### src/hdl/countdown_timer_table_unit_macros.svh
// ---------------------------------------------------------------------------
// countdown_timer_table_unit macros
// Assertion helpers for the countdown timer table.
// ---------------------------------------------------------------------------
`ifndef COUNTDOWN_TIMER_TABLE_UNIT_MACROS_SVH
`define COUNTDOWN_TIMER_TABLE_UNIT_MACROS_SVH

// same-cycle implication
`define CTT_ASSERT_NOW(lbl, ant, cons, msg) \
    lbl: assert property (@(posedge clk) disable iff (!rst_n) (ant) |-> (cons)) \
        else $error(msg);

// next-cycle implication
`define CTT_ASSERT_NEXT(lbl, ant, cons, msg) \
    lbl: assert property (@(posedge clk) disable iff (!rst_n) (ant) |=> (cons)) \
        else $error(msg);

`endif

### src/hdl/ctt_pkg.sv
`timescale 1ns / 1ps
// ---------------------------------------------------------------------------
// ctt_pkg
// Types and codes shared by the countdown timer table modules.
// ---------------------------------------------------------------------------
package ctt_pkg;

    localparam logic [2:0] KIND_TICK   = 3'd0;
    localparam logic [2:0] KIND_ADD    = 3'd1;
    localparam logic [2:0] KIND_QUERY  = 3'd2;
    localparam logic [2:0] KIND_RESET  = 3'd3;
    localparam logic [2:0] KIND_REMOVE = 3'd4;
    localparam logic [2:0] KIND_CANCEL = 3'd5;

    localparam logic [1:0] STAT_OK   = 2'd0;
    localparam logic [1:0] STAT_MISS = 2'd1;
    localparam logic [1:0] STAT_FULL = 2'd2;

    localparam logic [15:0] PERIOD_RESET = 16'd1000;
    localparam logic [31:0] COUNT_MIN    = 32'h8000_0000;

    typedef enum logic [1:0] {
        ST_IDLE,
        ST_SCAN,
        ST_DONE
    } seq_state_t;

    typedef struct packed {
        logic [15:0]        tag;
        logic signed [31:0] count;
    } entry_t;

    typedef struct packed {
        logic [1:0]         status;
        logic [15:0]        given_id;
        logic signed [31:0] remaining;
        logic               finished;
    } result_t;

endpackage

### src/hdl/ctt_ram.sv
`timescale 1ns / 1ps
// ---------------------------------------------------------------------------
// ctt_ram
// Timer entry store: one write port, one read port, registered read data.
// ---------------------------------------------------------------------------
module ctt_ram import ctt_pkg::*; #(
    parameter int DEPTH = 16,
    parameter int AW    = 4
) (
    input  logic          clk,
    input  logic          we,
    input  logic [AW-1:0] waddr,
    input  entry_t        wdata,
    input  logic [AW-1:0] raddr,
    output entry_t        rdata
);

    entry_t mem_reg [DEPTH];
    entry_t rdata_reg;

    always_ff @(posedge clk)
    begin
        if (we)
        begin
            mem_reg[waddr] <= wdata;
        end
        rdata_reg <= mem_reg[raddr];
    end

    assign rdata = rdata_reg;

endmodule

### src/hdl/ctt_seq.sv
`timescale 1ns / 1ps
// ---------------------------------------------------------------------------
// ctt_seq
// Command sequencer: walks the entry store at most once per item, holds live bits
// and the identifier counter, and builds the result.
// ---------------------------------------------------------------------------
module ctt_seq import ctt_pkg::*; #(
    parameter int TIMERS = 16,
    parameter int IDX_W  = 4,
    parameter int CNT_W  = 5
) (
    input  logic             clk,
    input  logic             rst_n,
    input  logic             in_valid,
    output logic             in_ready,
    input  logic [2:0]       kind,
    input  logic [15:0]      timer_id,
    input  logic [31:0]      duration,
    input  logic [15:0]      period,
    output logic             res_valid,
    input  logic             res_take,
    output result_t          res,
    output logic             mem_we,
    output logic [IDX_W-1:0] mem_waddr,
    output entry_t           mem_wdata,
    output logic [IDX_W-1:0] mem_raddr,
    input  entry_t           mem_rdata
);

    seq_state_t        state_reg, state_next;
    logic [2:0]        kind_reg, kind_next;
    logic [15:0]       id_reg, id_next;
    logic [31:0]       dur_reg, dur_next;
    logic [TIMERS-1:0] live_reg, live_next;
    logic [15:0]       next_tag_reg, next_tag_next;
    logic [CNT_W-1:0]  rd_cnt_reg, rd_cnt_next;
    logic              p_vld_reg, p_vld_next;
    logic [IDX_W-1:0]  p_idx_reg, p_idx_next;
    result_t           res_reg, res_next;

    logic              issue;
    logic              hit;
    logic              cur_live;
    logic              cur_match;
    logic              p_last;
    logic [32:0]       diff;
    logic [31:0]       ticked;

    assign cur_live  = live_reg[p_idx_reg];
    assign cur_match = cur_live && (mem_rdata.tag == id_reg);
    assign p_last    = (p_idx_reg == IDX_W'(TIMERS - 1));
    assign diff      = {mem_rdata.count[31], mem_rdata.count} - {17'd0, period};
    assign ticked    = (diff[32] != diff[31]) ? COUNT_MIN : diff[31:0];

    assign in_ready  = (state_reg == ST_IDLE);
    assign res_valid = (state_reg == ST_DONE);
    assign res       = res_reg;
    assign mem_raddr = rd_cnt_reg[IDX_W-1:0];
    assign mem_waddr = p_idx_reg;

    always_ff @(posedge clk or negedge rst_n)
    begin
        if (!rst_n)
        begin
            state_reg    <= ST_IDLE;
            live_reg     <= '0;
            next_tag_reg <= '0;
            rd_cnt_reg   <= '0;
            p_vld_reg    <= 1'b0;
        end
        else
        begin
            state_reg    <= state_next;
            live_reg     <= live_next;
            next_tag_reg <= next_tag_next;
            rd_cnt_reg   <= rd_cnt_next;
            p_vld_reg    <= p_vld_next;
        end
    end

    always_ff @(posedge clk)
    begin
        kind_reg  <= kind_next;
        id_reg    <= id_next;
        dur_reg   <= dur_next;
        p_idx_reg <= p_idx_next;
        res_reg   <= res_next;
    end

    always_comb
    begin
        state_next    = state_reg;
        kind_next     = kind_reg;
        id_next       = id_reg;
        dur_next      = dur_reg;
        live_next     = live_reg;
        next_tag_next = next_tag_reg;
        rd_cnt_next   = rd_cnt_reg;
        p_vld_next    = p_vld_reg;
        p_idx_next    = p_idx_reg;
        res_next      = res_reg;
        issue         = 1'b0;
        hit           = 1'b0;
        mem_we        = 1'b0;
        mem_wdata     = mem_rdata;

        case (state_reg)
            ST_IDLE:
            begin
                p_vld_next  = 1'b0;
                rd_cnt_next = '0;
                if (in_valid)
                begin
                    kind_next = kind;
                    id_next   = timer_id;
                    dur_next  = duration;
                    res_next  = '{status: STAT_OK, given_id: timer_id,
                                  remaining: '0, finished: 1'b0};
                    case (kind)
                        KIND_CANCEL:
                        begin
                            live_next     = '0;
                            next_tag_next = '0;
                            state_next    = ST_DONE;
                        end
                        KIND_TICK, KIND_ADD, KIND_QUERY, KIND_RESET, KIND_REMOVE:
                        begin
                            state_next = ST_SCAN;
                        end
                        default:
                        begin
                            state_next = ST_DONE;
                        end
                    endcase
                end
            end
            ST_SCAN:
            begin
                issue       = (rd_cnt_reg < CNT_W'(TIMERS));
                rd_cnt_next = rd_cnt_reg + CNT_W'(issue);
                p_vld_next  = issue;
                p_idx_next  = rd_cnt_reg[IDX_W-1:0];
                if (p_vld_reg)
                begin
                    case (kind_reg)
                        KIND_TICK:
                        begin
                            if (cur_live)
                            begin
                                mem_we          = 1'b1;
                                mem_wdata.count = ticked;
                            end
                        end
                        KIND_ADD:
                        begin
                            if (!cur_live)
                            begin
                                hit                  = 1'b1;
                                mem_we               = 1'b1;
                                mem_wdata            = '{tag: next_tag_reg, count: dur_reg};
                                live_next[p_idx_reg] = 1'b1;
                                res_next.given_id    = next_tag_reg;
                                next_tag_next        = next_tag_reg + 16'd1;
                            end
                        end
                        KIND_QUERY:
                        begin
                            if (cur_match)
                            begin
                                hit                = 1'b1;
                                res_next.remaining = mem_rdata.count;
                                res_next.finished  = mem_rdata.count[31] ||
                                                     (mem_rdata.count == 32'sd0);
                            end
                        end
                        KIND_RESET:
                        begin
                            if (cur_match)
                            begin
                                hit             = 1'b1;
                                mem_we          = 1'b1;
                                mem_wdata.count = dur_reg;
                            end
                        end
                        KIND_REMOVE:
                        begin
                            if (cur_match)
                            begin
                                hit                  = 1'b1;
                                live_next[p_idx_reg] = 1'b0;
                            end
                        end
                        default:
                        begin
                        end
                    endcase

                    if (hit)
                    begin
                        state_next = ST_DONE;
                    end
                    else if (p_last)
                    begin
                        state_next = ST_DONE;
                        case (kind_reg)
                            KIND_ADD:
                            begin
                                res_next.status = STAT_FULL;
                            end
                            KIND_QUERY, KIND_RESET, KIND_REMOVE:
                            begin
                                res_next.status = STAT_MISS;
                            end
                            default:
                            begin
                            end
                        endcase
                    end
                end
            end
            ST_DONE:
            begin
                if (res_take)
                begin
                    state_next = ST_IDLE;
                end
            end
            default:
            begin
                state_next = ST_IDLE;
            end
        endcase
    end

endmodule

### src/hdl/countdown_timer_table_unit.sv
`timescale 1ns / 1ps
// Tick, add, query, reset and remove walk the entry store one entry per
// cycle through its single read port, up to all TIMERS entries; a lookup
// or add ends the walk early when it hits. Cancel all and unused kinds
// skip the walk. One item is in work at a time, so the next item is
// accepted no earlier than the cycle its result is taken.
// Reset: all timers dead, identifier counter 0, update period 1000.
// ---------------------------------------------------------------------------
// countdown_timer_table_unit
// Table of countdown timers tagged by wrapping identifiers; top level with
// configuration register and result register.
// ---------------------------------------------------------------------------
`include "countdown_timer_table_unit_macros.svh"

module countdown_timer_table_unit import ctt_pkg::*; #(
    parameter int TIMERS = 16
) (
    input  logic        clk,
    input  logic        rst_n,
    input  logic        cfg_valid,
    output logic        cfg_ready,
    input  logic [15:0] cfg_data,
    input  logic        in_valid,
    output logic        in_ready,
    input  logic [2:0]  kind,
    input  logic [15:0] timer_id,
    input  logic [31:0] duration,
    output logic        out_valid,
    input  logic        out_ready,
    output logic [1:0]  status,
    output logic [15:0] given_id,
    output logic [31:0] remaining,
    output logic        finished
);

    localparam int IDX_W = (TIMERS > 1) ? $clog2(TIMERS) : 1;
    localparam int CNT_W = $clog2(TIMERS + 1);

    logic [15:0]      period_reg;
    logic             out_valid_reg, out_valid_next;
    result_t          out_res_reg;

    logic             res_valid;
    logic             res_take;
    logic             res_load;
    result_t          res;

    logic             mem_we;
    logic [IDX_W-1:0] mem_waddr;
    entry_t           mem_wdata;
    logic [IDX_W-1:0] mem_raddr;
    entry_t           mem_rdata;

    assign cfg_ready = 1'b1;
    assign res_take  = !out_valid_reg || out_ready;
    assign res_load  = res_valid && res_take;

    always_ff @(posedge clk or negedge rst_n)
    begin
        if (!rst_n)
        begin
            period_reg    <= PERIOD_RESET;
            out_valid_reg <= 1'b0;
        end
        else
        begin
            if (cfg_valid)
            begin
                period_reg <= cfg_data;
            end
            out_valid_reg <= out_valid_next;
        end
    end

    always_ff @(posedge clk)
    begin
        if (res_load)
        begin
            out_res_reg <= res;
        end
    end

    always_comb
    begin
        out_valid_next = out_valid_reg;
        if (res_load)
        begin
            out_valid_next = 1'b1;
        end
        else if (out_ready)
        begin
            out_valid_next = 1'b0;
        end
    end

    assign out_valid = out_valid_reg;
    assign status    = out_res_reg.status;
    assign given_id  = out_res_reg.given_id;
    assign remaining = out_res_reg.remaining;
    assign finished  = out_res_reg.finished;

    ctt_seq #(
        .TIMERS (TIMERS),
        .IDX_W  (IDX_W),
        .CNT_W  (CNT_W)
    ) u_seq (
        .clk       (clk),
        .rst_n     (rst_n),
        .in_valid  (in_valid),
        .in_ready  (in_ready),
        .kind      (kind),
        .timer_id  (timer_id),
        .duration  (duration),
        .period    (period_reg),
        .res_valid (res_valid),
        .res_take  (res_take),
        .res       (res),
        .mem_we    (mem_we),
        .mem_waddr (mem_waddr),
        .mem_wdata (mem_wdata),
        .mem_raddr (mem_raddr),
        .mem_rdata (mem_rdata)
    );

    ctt_ram #(
        .DEPTH (TIMERS),
        .AW    (IDX_W)
    ) u_ram (
        .clk   (clk),
        .we    (mem_we),
        .waddr (mem_waddr),
        .wdata (mem_wdata),
        .raddr (mem_raddr),
        .rdata (mem_rdata)
    );

    `CTT_ASSERT_NEXT(a_res_loaded, res_valid && res_take, out_valid, "result not loaded")
    `CTT_ASSERT_NEXT(a_busy_after_accept, in_valid && in_ready, !in_ready, "accepted while busy")
    `CTT_ASSERT_NOW(a_fail_clean, out_valid && (status != STAT_OK),
                    (remaining == 32'd0) && !finished, "failed result carries a count")
    `CTT_ASSERT_NOW(a_status_code, out_valid,
                    (status == STAT_OK) || (status == STAT_MISS) || (status == STAT_FULL),
                    "bad status code")

endmodule
### config.mk
export PLATFORM = sky130hd
export DESIGN_NAME = countdown_timer_table_unit
export DESIGN_NICKNAME = d
export VERILOG_FILES = /design/src/hdl/ctt_pkg.sv /design/src/hdl/ctt_ram.sv /design/src/hdl/ctt_seq.sv /design/src/hdl/countdown_timer_table_unit.sv
export VERILOG_INCLUDE_DIRS = /design/src /design/src/hdl
export SDC_FILE = /design/constraint.sdc
export NUM_CORES = 1
export LEC_CHECK = 0
export ABC_AREA = 1
export BUFFER_PORTS_ARGS = -buffer_cell sky130_fd_sc_hd__buf_2
export CORE_MARGIN = 1.5
export CORE_UTILIZATION = 55
export DETAILED_ROUTE_END_ITERATION = 10
export GPL_TIMING_DRIVEN = 1
export PLACE_DENSITY = 0.72
export SYNTH_ARGS = -nofsm -noshare
export SYNTH_HDL_FRONTEND = slang
export SYNTH_SLANG_ARGS = --single-unit
### constraint.sdc
create_clock -name clk -period 11 [get_ports clk]
set_clock_uncertainty 0.05 [all_clocks]
set_input_delay 1.65 -clock clk [delete_from_list [all_inputs] [get_ports clk]]
set_output_delay 1.65 -clock clk [all_outputs]
set_load 0.01 [all_outputs]
==> results by group <==
Final layout
  – Footprint of the multi-input gates: 10900 um2
  – Area grow syn2layout: 11.78%
  – Register area: 30180 um2
  – Largest register FFs: 768
  – Final Net Count: 3561
  – Filler cells: 5716
  – Layout cells sized above 1: 10.99%
  – Design area: 47470 um2

GRT
  – Initial antenna violation count: 3
  – Overall Global Routing Usage: 26.11%
  – First-pass GRT wire length: 156100 um
  – Vias in the first global route: 26290
  – Largest net degree at the start of global routing: 224
  – Global route overflow: 0

Yosys
  – Gate Count Post-Synth: 3377
  – Register area share after synthesis: 71.05%
  – Main area contributors after synthesis: edfxtp_1 (65%), nor2_1 (4.2%), nand2_1 (4.0%), mux2i_1 (3.5%), o21ai_0 (3.4%)
  – Top_reg_cell synth: edfxtp_1
  – Most common cell in the netlist: edfxtp_1
  – Post-synth top area share: 65.41%
  – Post-Syn Area: 42470 um2
  – Synth area leader: edfxtp_1
  – Async SR Flop Fraction: 5.534%
  – Avg Inst Size Synth: 12.58 um2
  – Distinct cells, synth: 48
  – EDFF count, synth: 925
  – Yosys warns: 0
  – Post-synthesis register bit count: 1030
  – Synth top cells by count: edfxtp_1 (925), nor2_1 (477), nand2_1 (453)
  – Mapped Nets: 3470

Critical path
  – CP max FO: 16
  – Ordered list of cells on the worst path: inv_1 > ha_1 > nand2_1 > inv_1 > a21oi_1 > nand2_1 > nand2_1 > inv_1 > nor4_1 > xor2_1 > ha_1 > nor2_1 > nand2_1 > o21ai_0 > nor2_1 > nor2_1
  – Largest stage delay on the critical path: 0.81 ns
  – Critical path capture point type: flip-flop
  – Crit path kind: flip-flop to flip-flop
  – Worst path slowest cell: nor2_1
  – CP startpoint: period_reg[6]
  – R2R Setup Slk: 6.69 ns
  – Reg-to-Reg Start: period_reg[6]
  – Crit Reg-Reg Endpoint: u_ram.mem_reg[5][14]
  – Critical Path AT: 4.56 ns
  – Cell mode on critical path: nand2_1
  – R2R cell count: 16
  – Worst path required time: 11.25 ns
  – Startpoint Class: flip-flop

Clock network
  – Cts repair resizes: 0
  – Htree depth: 3
  – Hold Buf Count CTS: 0
  – Worst-Skew Late Latency: 0.67 ns
  – Post-CTS Setup Bufs: 0
  – CTS buffer count: 101
  – Clock sinks: 1030
  – TritonCTS clock tree: done
  – Max Root-Sink Buffers: 3
  – Root Buffer: clkbuf_16
  – Clock transition at the registers of the reported paths: 0.06 ns

Hold path
  – Hold path startpoint: u_seq.res[24]
  – Worst Hold Class: flip-flop to flip-flop
  – Worst Hold Depth: 0
  – Hold Path End: remaining[23]

Place
  – PortBufs: 124
  – Gp weighted congestion: 0.9743
  – Post-DP Area: 44120 um2
  – Pre-CTS setup slack: 6.622 ns
  – Estimated wirelength of the detail-placed design: 58030 um

STA
  – Final min period: 4.311 ns
  – Final Hold Vio Count: 0
  – Max Slew Vio Count: 0
  – Final setup fails: 0
  – Slew @ Worst Pin: 1.289 ns
  – Unrepaired setup endpoints after global routing: false
  – Fin Setup TNS: 0 ns
  – Tcrit/Tclk final: 39.19%
  – Max Fclk: 0.2320 GHz
  – Final WS setup: 6.689 ns
  – Max-slew headroom: 13.46%

Outcome
  – Status: complete, no violations

Floorplanning
  – Die area: 78890 um2
  – CORE AREA: 76200 um2
  – Die Y: 280.9 um
  – Initial Utilization: 55.73%
  – Die X: 280.9 um
  – I/O pin count: 126
  – Std cell rows: 101

Route
  – Routed WL: 102600 um
  – DRC Markers: 0
  – Detailed-route via count: 27370
  – Detailed Route Iter0 Violations: 3392
  – DRT Pass-1 Iters: 5
  – Via density per instance: 5.965
  – Routed Antenna Nets: 0
  – Wire length per cell: 22.36 um

Pwr
  – Max IR drop VDD: 0.1670 mV
  – P_leak: 16.66 nW
  – Power Density: 247.9 nW/um2
  – Power, Total: 11.77 mW

Flow run
  – Max-Cap Viols: 0
==> worst max-delay path by stage <==
stage | slack, ns | to | depth (start not counted)
2_1_floorplan | 4.64 | u_seq.res[0] | 4
3_3_place_gp | 6.69 | u_seq.live_reg[6] | 12
3_5_place_dp | 6.62 | u_seq.live_reg[8] | 12
4_1_cts | 6.73 | u_ram.mem_reg[15][18] | 18
5_1_grt | 6.33 | u_ram.mem_reg[5][18] | 18
6_report | 6.69 | u_ram.mem_reg[5][14] | 16
==> cell families (layout without fill, tap and decap cells) <==
group / after synthesis / after routing / share of synthesized area (%)
buffers and inverters: 381 / 561 / 3.600
and+or+nand+nor: 1165 / 1165 / 11.49
other: 1 / 2 / 0.008830
DFF: 1030 / 1030 / 71.05
xor gates and xnor gates: 28 / 28 / 0.5775
AOI/OAI and AO/OA: 602 / 602 / 9.122
muxes: 149 / 149 / 3.515
adders and majority gates: 21 / 21 / 0.6364
==> worst max-delay path: cells and delay by family (launching register included) <==
family / cells / cell delay, ns
AND/OR/NAND/NOR: 8 / 2.05
buffers and inverters: 3 / 0.15
AO/OA/AOI/OAI: 2 / 0.40
XOR/XNOR: 1 / 0.19
adder cells (fa/ha/maj): 2 / 0.59
flip-flops: 1 / 0.52
==> placed cells by master, fill, tap and decap left out, types with 20 or more instances in the layout <==
cell type and count:
o211ai_1 40, nand2_1 453, mux2i_1 148, inv_1 183, buf_2 124, dfxtp_1 48
buf_4 49, o32ai_1 39, clkbuf_1 28, o221ai_1 148, nor3_1 24, ha_1 20
clkbuf_16 102, nand4_1 21, dfrtp_1 47, o21ai_0 282, nand3_1 141, a21oi_1 51
clkinv_2 22, nor2_1 475, edfxtp_1 925
==> stage by stage <==
stage	hold slack, ns	utilization (%)	std cells
2_1_floorplan	0.3503	-	3377
3_3_place_gp	0.3505	57.90	4395
3_5_place_dp	0.3545	57.90	4395
4_1_cts	0.3683	62.29	4587
5_1_grt	0.3719	62.29	4587
6_report	0.3669	62.30	4588
==> power by group <==
part           internal [mW]  leakage [nW]  total, mW  switching (mW)
clock                   2.01          1.64       3.46            1.45
combinational          0.753          5.49       2.91            2.16
sequential              5.14          9.53       5.39           0.253
==> cell type report <==
cell class                      instances  share of cell area (%)
Multi-Input combinational cell       1966                   22.95
Antenna cell                            1                0.005271
Timing Repair Buffer                  174                   2.124
Inverter                              195                   1.558
Sequential cell                      1030                   63.58
Clock inverter                         60                   1.402
Tap cell                             1030                   2.715
Clock buffer                          132                   5.656
==> routing by layer <==
metal  vias to the layer above  global-route usage, %  wire, um
met5                         -                      0         0
met4                         0                  8.274      2518
met3                       168                  3.558      8432
met2                      1248                  40.89     47630
met1                     13470                  38.15     44010
li1                      12480                      -         -
(Power assumes the default switching activity.)
